===== config.mk =====
export PLATFORM = sky130hd
export DESIGN_NAME = power_supply_fault_supervisor_core
export DESIGN_NICKNAME = d
export VERILOG_FILES = /design/src/psfs_pkg.sv /design/src/power_supply_fault_supervisor_core.sv /design/src/psfs_fault_trk.sv
export SDC_FILE = /design/constraint.sdc
export NUM_CORES = 1
export LEC_CHECK = 0
export ABC_AREA = 0
export BUFFER_PORTS_ARGS = -buffer_cell sky130_fd_sc_hd__clkbuf_2
export CELL_PAD_IN_SITES_DETAIL_PLACEMENT = 0
export CELL_PAD_IN_SITES_GLOBAL_PLACEMENT = 1
export CORE_ASPECT_RATIO = 0.9
export CORE_MARGIN = 1.5
export CORE_UTILIZATION = 44
export CTS_CLUSTER_DIAMETER = 150
export DETAILED_ROUTE_END_ITERATION = 8
export PLACE_DENSITY = 0.88
export SYNTH_ARGS = -nofsm -noshare
export SYNTH_HDL_FRONTEND = slang
export SYNTH_SLANG_ARGS = --single-unit

===== constraint.sdc =====
create_clock -name clk_i -period 5.2 [get_ports clk_i]
set_input_delay 1.04 -clock clk_i [delete_from_list [all_inputs] [get_ports clk_i]]
set_output_delay 1.04 -clock clk_i [all_outputs]
set_load 0.005 [all_outputs]

===== src/psfs_pkg.sv =====
package psfs_pkg;

  localparam int unsigned CountWidth = 8;
  localparam int unsigned LimitWidth = 8;

  localparam logic [CountWidth-1:0] CountMax   = '1;
  localparam logic [LimitWidth-1:0] LimitReset = 8'd3;

  typedef logic [CountWidth-1:0] count_t;
  typedef logic [LimitWidth-1:0] limit_t;

  // Per-tick control for one fault tracker.
  typedef struct packed {
    logic clr;  // supply reads normal: drop count and latch
    logic adv;  // supply reads faulty: advance count
  } fault_ctl_t;

  // Status of one fault tracker for the tick being processed.
  typedef struct packed {
    logic confirm;  // count exceeds limit after this tick
    logic evt;      // newly confirmed this tick
    logic latched;  // latch value after this tick
  } fault_stat_t;

endpackage


===== src/power_supply_fault_supervisor_core.sv =====
// Channel | Direction | Handshake                 | Payload
// --------+-----------+---------------------------+------------------------------------------
// in      | input     | in_valid_i / in_stall_o   | main_good_i, backup_bad_i, backup_open_i
// out     | output    | out_valid_o / out_stall_i | lamps, three events, sound_request_o,
//         |           |                           | power_ok_o
// cfg     | input     | cfg_valid_i / cfg_ready_o | cfg_data_i (persist_limit)
//
// One beat per cycle sustained while the output is not stalled. An accepted beat sits in
// stage one; its result is registered into stage two unless the output is stalled.
// Stage one registers the input beat, stage two registers the result; the trackers
// update state as a beat moves from stage one to stage two.
// Reset clears all counts, latches and lamps and loads persist_limit with 3.
// A stall on a valid output beat holds the result stage and a full stage one; in_stall_o
// rises only when stage one is full and cannot advance.
module power_supply_fault_supervisor_core (
  input  logic       clk_i,
  input  logic       rst_ni,
  input  logic       in_valid_i,
  output logic       in_stall_o,
  input  logic       main_good_i,
  input  logic       backup_bad_i,
  input  logic       backup_open_i,
  output logic       out_valid_o,
  input  logic       out_stall_i,
  output logic       main_fault_lamp_o,
  output logic       backup_fault_lamp_o,
  output logic       main_loss_event_o,
  output logic       backup_open_event_o,
  output logic       backup_short_event_o,
  output logic       sound_request_o,
  output logic       power_ok_o,
  input  logic       cfg_valid_i,
  output logic       cfg_ready_o,
  input  logic [7:0] cfg_data_i
);

  psfs_pkg::limit_t limit_q;

  logic in_valid_q;
  logic main_good_q, backup_bad_q, backup_open_q;
  logic out_ready, go;

  psfs_pkg::fault_ctl_t  main_ctl, open_ctl, short_ctl;
  psfs_pkg::fault_stat_t main_st, open_st, short_st;

  logic main_lamp_q, main_lamp_d;
  logic backup_lamp_q, backup_lamp_d;

  logic out_valid_q;
  logic main_ev_q, open_ev_q, short_ev_q, sound_q, power_ok_q;

  assign cfg_ready_o = 1'b1;

  always_ff @(posedge clk_i or negedge rst_ni) begin
    if (!rst_ni) begin
      limit_q <= psfs_pkg::LimitReset;
    end else if (cfg_valid_i) begin
      limit_q <= cfg_data_i;
    end
  end

  assign out_ready  = !out_valid_q || !out_stall_i;
  assign go         = in_valid_q && out_ready;
  assign in_stall_o = in_valid_q && !out_ready;

  // Input stage
  always_ff @(posedge clk_i or negedge rst_ni) begin
    if (!rst_ni) begin
      in_valid_q <= 1'b0;
    end else if (!in_stall_o) begin
      in_valid_q <= in_valid_i;
    end
  end

  always_ff @(posedge clk_i) begin
    if (in_valid_i && !in_stall_o) begin
      main_good_q   <= main_good_i;
      backup_bad_q  <= backup_bad_i;
      backup_open_q <= backup_open_i;
    end
  end

  assign main_ctl.clr  = go && main_good_q;
  assign main_ctl.adv  = go && !main_good_q;
  assign open_ctl.clr  = go && !backup_bad_q;
  assign open_ctl.adv  = go && backup_bad_q && backup_open_q;
  assign short_ctl.clr = go && !backup_bad_q;
  assign short_ctl.adv = go && backup_bad_q && !backup_open_q;

  psfs_fault_trk u_main_trk (
    .clk_i   (clk_i),
    .rst_ni  (rst_ni),
    .ctl_i   (main_ctl),
    .limit_i (limit_q),
    .stat_o  (main_st)
  );

  psfs_fault_trk u_open_trk (
    .clk_i   (clk_i),
    .rst_ni  (rst_ni),
    .ctl_i   (open_ctl),
    .limit_i (limit_q),
    .stat_o  (open_st)
  );

  psfs_fault_trk u_short_trk (
    .clk_i   (clk_i),
    .rst_ni  (rst_ni),
    .ctl_i   (short_ctl),
    .limit_i (limit_q),
    .stat_o  (short_st)
  );

  // Lamps hold until the supply reads normal or a fault is confirmed.
  always_comb begin
    main_lamp_d = main_lamp_q;
    if (main_ctl.clr) begin
      main_lamp_d = 1'b0;
    end else if (main_st.confirm) begin
      main_lamp_d = 1'b1;
    end

    backup_lamp_d = backup_lamp_q;
    if (open_ctl.clr) begin
      backup_lamp_d = 1'b0;
    end else if (open_st.confirm || short_st.confirm) begin
      backup_lamp_d = 1'b1;
    end
  end

  always_ff @(posedge clk_i or negedge rst_ni) begin
    if (!rst_ni) begin
      main_lamp_q   <= 1'b0;
      backup_lamp_q <= 1'b0;
    end else begin
      main_lamp_q   <= main_lamp_d;
      backup_lamp_q <= backup_lamp_d;
    end
  end

  // Result stage
  always_ff @(posedge clk_i or negedge rst_ni) begin
    if (!rst_ni) begin
      out_valid_q <= 1'b0;
    end else if (out_ready) begin
      out_valid_q <= go;
    end
  end

  always_ff @(posedge clk_i) begin
    if (go) begin
      main_ev_q  <= main_st.evt;
      open_ev_q  <= open_st.evt;
      short_ev_q <= short_st.evt;
      sound_q    <= main_st.evt || open_st.evt || short_st.evt;
      power_ok_q <= !(main_st.latched || open_st.latched || short_st.latched);
    end
  end

  assign out_valid_o          = out_valid_q;
  assign main_fault_lamp_o    = main_lamp_q;
  assign backup_fault_lamp_o  = backup_lamp_q;
  assign main_loss_event_o    = main_ev_q;
  assign backup_open_event_o  = open_ev_q;
  assign backup_short_event_o = short_ev_q;
  assign sound_request_o      = sound_q;
  assign power_ok_o           = power_ok_q;

endmodule


===== src/psfs_fault_trk.sv =====
module psfs_fault_trk (
  input  logic                 clk_i,
  input  logic                 rst_ni,
  input  psfs_pkg::fault_ctl_t ctl_i,
  input  psfs_pkg::limit_t     limit_i,
  output psfs_pkg::fault_stat_t stat_o
);

  psfs_pkg::count_t count_q, count_d, count_inc;
  logic             latched_q, latched_d;
  logic             confirm;

  // Saturate at the top of the range.
  assign count_inc = (count_q == psfs_pkg::CountMax) ? count_q
                                                      : count_q + psfs_pkg::count_t'(1);
  assign confirm   = ctl_i.adv && (count_inc > limit_i);

  always_comb begin
    count_d   = count_q;
    latched_d = latched_q;
    if (ctl_i.clr) begin
      count_d   = '0;
      latched_d = 1'b0;
    end else if (ctl_i.adv) begin
      count_d = count_inc;
      if (confirm) begin
        latched_d = 1'b1;
      end
    end
  end

  assign stat_o.confirm = confirm;
  assign stat_o.evt     = confirm && !latched_q;
  assign stat_o.latched = latched_d;

  always_ff @(posedge clk_i or negedge rst_ni) begin
    if (!rst_ni) begin
      count_q   <= '0;
      latched_q <= 1'b0;
    end else begin
      count_q   <= count_d;
      latched_q <= latched_d;
    end
  end

endmodule

---- After elaboration in Yosys (flattened, before gate mapping) ----
Index checks and enable logic that the tools add are counted.
word-level totals
  output and inout bits ................... 10
  register bits ........................... 47
operators by class
  eq/ne operators ......................... 3
  reductions and logical operators ........ 37
  muxes and demuxes ....................... 22
  $add $sub $neg .......................... 3
  magnitude comparators ................... 3
operators by type and width
  operator                                                       count
  8-bit two-way mux                                              9
  8-bit by 1-bit adder with 8-bit output, second input constant  3
  8-bit == test, second input constant                           3
  8-bit greater-than comparator                                  3
  1-bit logical AND                                              15
  1-bit two-way mux                                              13
  1-bit zero test                                                11
  2-bit nonzero test                                             5
  1-bit logical OR                                               6

---- Logic depth before layout (Yosys ltp) ----
  word-level depth ........................ 12
  depth in mapped cells ................... 14
  gate-level depth less buffers ........... 13

---- By module ----
A second synthesis with hierarchy kept.
unflattened totals
  cells, all modules ...................... 353
  area, all modules ....................... 3243.1 µm²
modules (own cells, without submodules)
  module                              seq. area each (µm²)  area an instance (µm²)  times used  cells an instance
  psfs_fault_trk                      225.2                 828.3                   3           101
  power_supply_fault_supervisor_core  543.0                 758.2                   1           50

---- Worst setup path after synthesis ----
No wires, ideal clock.
  path type ............................... register to register
  from .................................... register u_open_trk.count_q[0]
  to ...................................... register sound_q (netlist: sound_request_o), data pin
  data required time ...................... 4935 ps
  clock period less this slack ............ 2939 ps
  arrival time ............................ 2673 ps
  setup slack ............................. 2261 ps
  path buffers ............................ 1
  cell stages (with the launch flop) ...... 14
  path through ............................ dfrtp_1 ha_1 nand4_2 or3_1 buf_6 nand2_2 nand2_2 ha_1 nor2b_1 o211ai_1 a21oi_1 o31ai_2 nor2_1 or3_1
RTL lines
  what                    RTL line                                   source
  start, declared         psfs_fault_trk.sv:9                        psfs_pkg::count_t count_q, count_d, count_inc;
  start signal, assigned  psfs_fault_trk.sv:41                       count_q <= count_d;
  end signal, assigned    power_supply_fault_supervisor_core.sv:155  sound_q <= main_st.evt || open_st.evt || short_st.evt;
  end, declared           power_supply_fault_supervisor_core.sv:50   logic main_ev_q, open_ev_q, short_ev_q, sound_q, power_ok_q;

==> flow_summary.json <==
{
  "r2r-start": "u_short_trk.count_q[0]",
  "io_buffers": 24,
  "slowest_delay_ns": 0.46,
  "crit_slowest_cell": "dfrtp_1",
  "grt_start_max_net_pins": 40,
  "placementRows": 28,
  "drc_errors": 0,
  "htree_num_levels": 2,
  "wl_met3_um": 195,
  "antenna_found_initial": 0,
  "drtPass1Iterations": 4,
  "yosysUniqueCellTypes": 53,
  "hp-start": "in_valid_q",
  "top_layer_used": "met4",
  "ys_seq_area_share_pct": 39.2,
  "maxCapViolations": 0,
  "rsz0062_at_grt": "false",
  "cts_setup_buffers": 0,
  "wirelength_um": 6680,
  "wl_met2_um": 3020,
  "synthAdderAreaFrac_pct": 10.9,
  "reg2reg_slack_ns": 1.90,
  "syn_avg_cell_area_um2": 9.18,
  "fmax_mhz": 303,
  "dieHeight_um": 82.8,
  "drive_above_1_share_pct": 14.5,
  "cts-root-buf": "clkbuf_8",
  "slew_headroom_pct": 33.4,
  "synth_compound_area_share_pct": 19.2,
  "maxSlewViolCount": 0,
  "via_per_inst": 5.65,
  "cp-end-kind": "flip-flop",
  "regToRegEndpoint": "sound_request_o",
  "synth_async_sr_flop_share_pct": 83.0,
  "setup_violations": 0,
  "crit_chain": "ha_1 -> nand2_2 -> nor3_4 -> or2_1 -> nor2_1 -> xor2_1 -> ha_1 -> a211oi_1 -> nor2_1 -> o31ai_2 -> nor2_1 -> or3_1",
  "critPathLaunchType": "flip-flop",
  "cp.buffers_inverters": 0,
  "crit_fanout": 8,
  "ys_top_cells_by_area": "dfrtp_1, ha_1, edfxtp_1",
  "yosysTopAreaCell": "dfrtp_1",
  "min_path_type": "flip-flop to flip-flop",
  "cts_tree": "done",
  "cts_buffer_depth": 2,
  "cts_buffers": 5,
  "synthTopCellsByCount": "dfrtp_1, nor2_1, nand2_1, ha_1, o21ai_0",
  "synthSimpleGateAreaFrac_pct": 19.7,
  "worst_slew_pin_slew_ns": 0.999,
  "syn2layout_area_growth_pct": 7.80,
  "ys_seq_elements": 47,
  "min_period_ns": 3.30,
  "synth_top_family_by_area": "simple AND/OR/NAND/NOR gates",
  "yosys_warnings": 0,
  "die_w_um": 91.6,
  "wl_met1_um": 3380,
  "dieArea_um2": 7590,
  "vias": 2497,
  "cp.required_ns": 5.26,
  "synthMuxAreaShare_pct": 1.05,
  "hold_buffers": 0,
  "place.gp.congestion": 0.857,
  "timing.final.crit_share_pct": 63.4,
  "path_common_cell": "nor2_1",
  "cts.clk_slew.worst_paths_ns": 0.09,
  "yosysMostFrequentCell": "dfrtp_1",
  "clock_latency_ns": 0.31,
  "reg2reg_depth": 12,
  "groute.usage.overall_pct": 19.6,
  "dp_hpwl_um": 4820,
  "tns_ns": 0,
  "drtAntennaViolNets": 0,
  "path_class": "flip-flop to flip-flop",
  "status": "finished clean",
  "netlist.area_leader.share_pct": 29.8,
  "crit_arrival_ns": 3.36,
  "ys.flop_type": "dfrtp_1",
  "dr.first_iter.drc_count": 131,
  "p_per_area_nw_per_um2": 322,
  "leakage_nw": 1.52,
  "finish.net_count": 394,
  "syn_area_um2": 3110,
  "syn_inst": 339,
  "whs_path_depth": 1,
  "core_area_um2": 6690,
  "synthXorXnorAreaFrac_pct": 3.66,
  "initial_core_util_pct": 46.5,
  "fin_skew_ns": 0.00907,
  "syn_nets": 382,
  "cts_resized": 0,
  "hold_viol": 0,
  "hold_end": "out_valid_o",
  "vdd_drop_max_mv": 0.203,
  "diodes": 0,
  "grt_pass1_wl_um": 11500,
  "synth-edff-count": 8,
  "crit_family": "simple AND/OR/NAND/NOR gates",
  "routedWlPerCell_um": 15.1,
  "ios": 26,
  "grt_pass1_vias": 2394,
  "grt_overflow": 0,
  "cts_sinks": 47,
  "utilization_pct": 50.1
}
power by group:
part	internal (mW)	switching, mW
logic	0.124	0.152
clock network	0.192	0.130
registers	0.420	0.0628
total	0.736	0.344
worst max-delay path by stage:
stage                     slack [ns]                    from         endpoint  cells past startpoint
after global placement          2.02  u_short_trk.count_q[0]  sound_request_o                     12
after global routing            1.63  u_short_trk.count_q[0]  sound_request_o                     12
after floorplan                 2.26   u_open_trk.count_q[0]  sound_request_o                     13
after CTS                       1.91  u_short_trk.count_q[0]  sound_request_o                     12
after detailed placement        1.93  u_short_trk.count_q[0]  sound_request_o                     12
final                           1.90  u_short_trk.count_q[0]  sound_request_o                     12
cells by family after synthesis:
group,count (synthesis)
simple gates,120
compound gates,91
flops,47
buf+inv,37
fa+ha+maj,27
xor+xnor,13
mux,3
other cells,1
flip-flops by register name, indices dropped and copies added, names as in the netlist, 8 cells and up:
register and cells:
u_short_trk.count_q 8, u_main_trk.count_q 8, u_open_trk.count_q 8, limit_q 8
per-stage QoR:
stage               power, mW  instance area, um^2  setup WS [ns]  hold WS [ns]  instances
floorplan               0.699                 3110           2.26         0.478        339
global route             1.15                 3350           1.63         0.548        442
finish                   1.08                 3350           1.90         0.518        442
CTS                      1.09                 3350           1.91         0.528        442
global placement        0.754                 3220           2.02         0.498        434
detailed placement      0.763                 3220           1.93         0.515        434
worst reg2reg max path: cells and delay by family, from the launching register on:
family	cells	cell delay, ns
AND/OR/NAND/NOR	7	1.34
adder cells (fa/ha/maj)	2	0.54
AO/OA/AOI/OAI	2	0.54
XOR/XNOR	1	0.16
flip-flops	1	0.46
cell usage in the layout (no fill, tap or decap), types with 8 or more instances in the layout:
| master | instances |
|---|---|
| dfrtp_1 | 37 |
| nor2_1 | 30 |
| nand2_1 | 29 |
| ha_1 | 27 |
| clkbuf_2 | 24 |
| o21ai_0 | 21 |
| a21oi_1 | 18 |
| inv_1 | 16 |
| nand3_1 | 14 |
| nand4_1 | 10 |
| edfxtp_1 | 8 |
layer usage:
metal | vias up | track usage (%)
li1 | 1251 | -
met2 | 41 | 33.4
met3 | 7 | 2.73
met4 | 0 | 6.09
met1 | 1198 | 26.2
met5 | - | 0
final cells by class:
cell class / count / area, um^2
clock buffers: 5 / 68.8
clock inverters: 3 / 67.6
fillers: 633 / 3340
inverters: 18 / 67.6
multi-input cells: 255 / 1700
flip-flops and latches: 47 / 1220
well taps: 90 / 113
repair buffers: 24 / 120
Power figures use the tool's default switching activity.
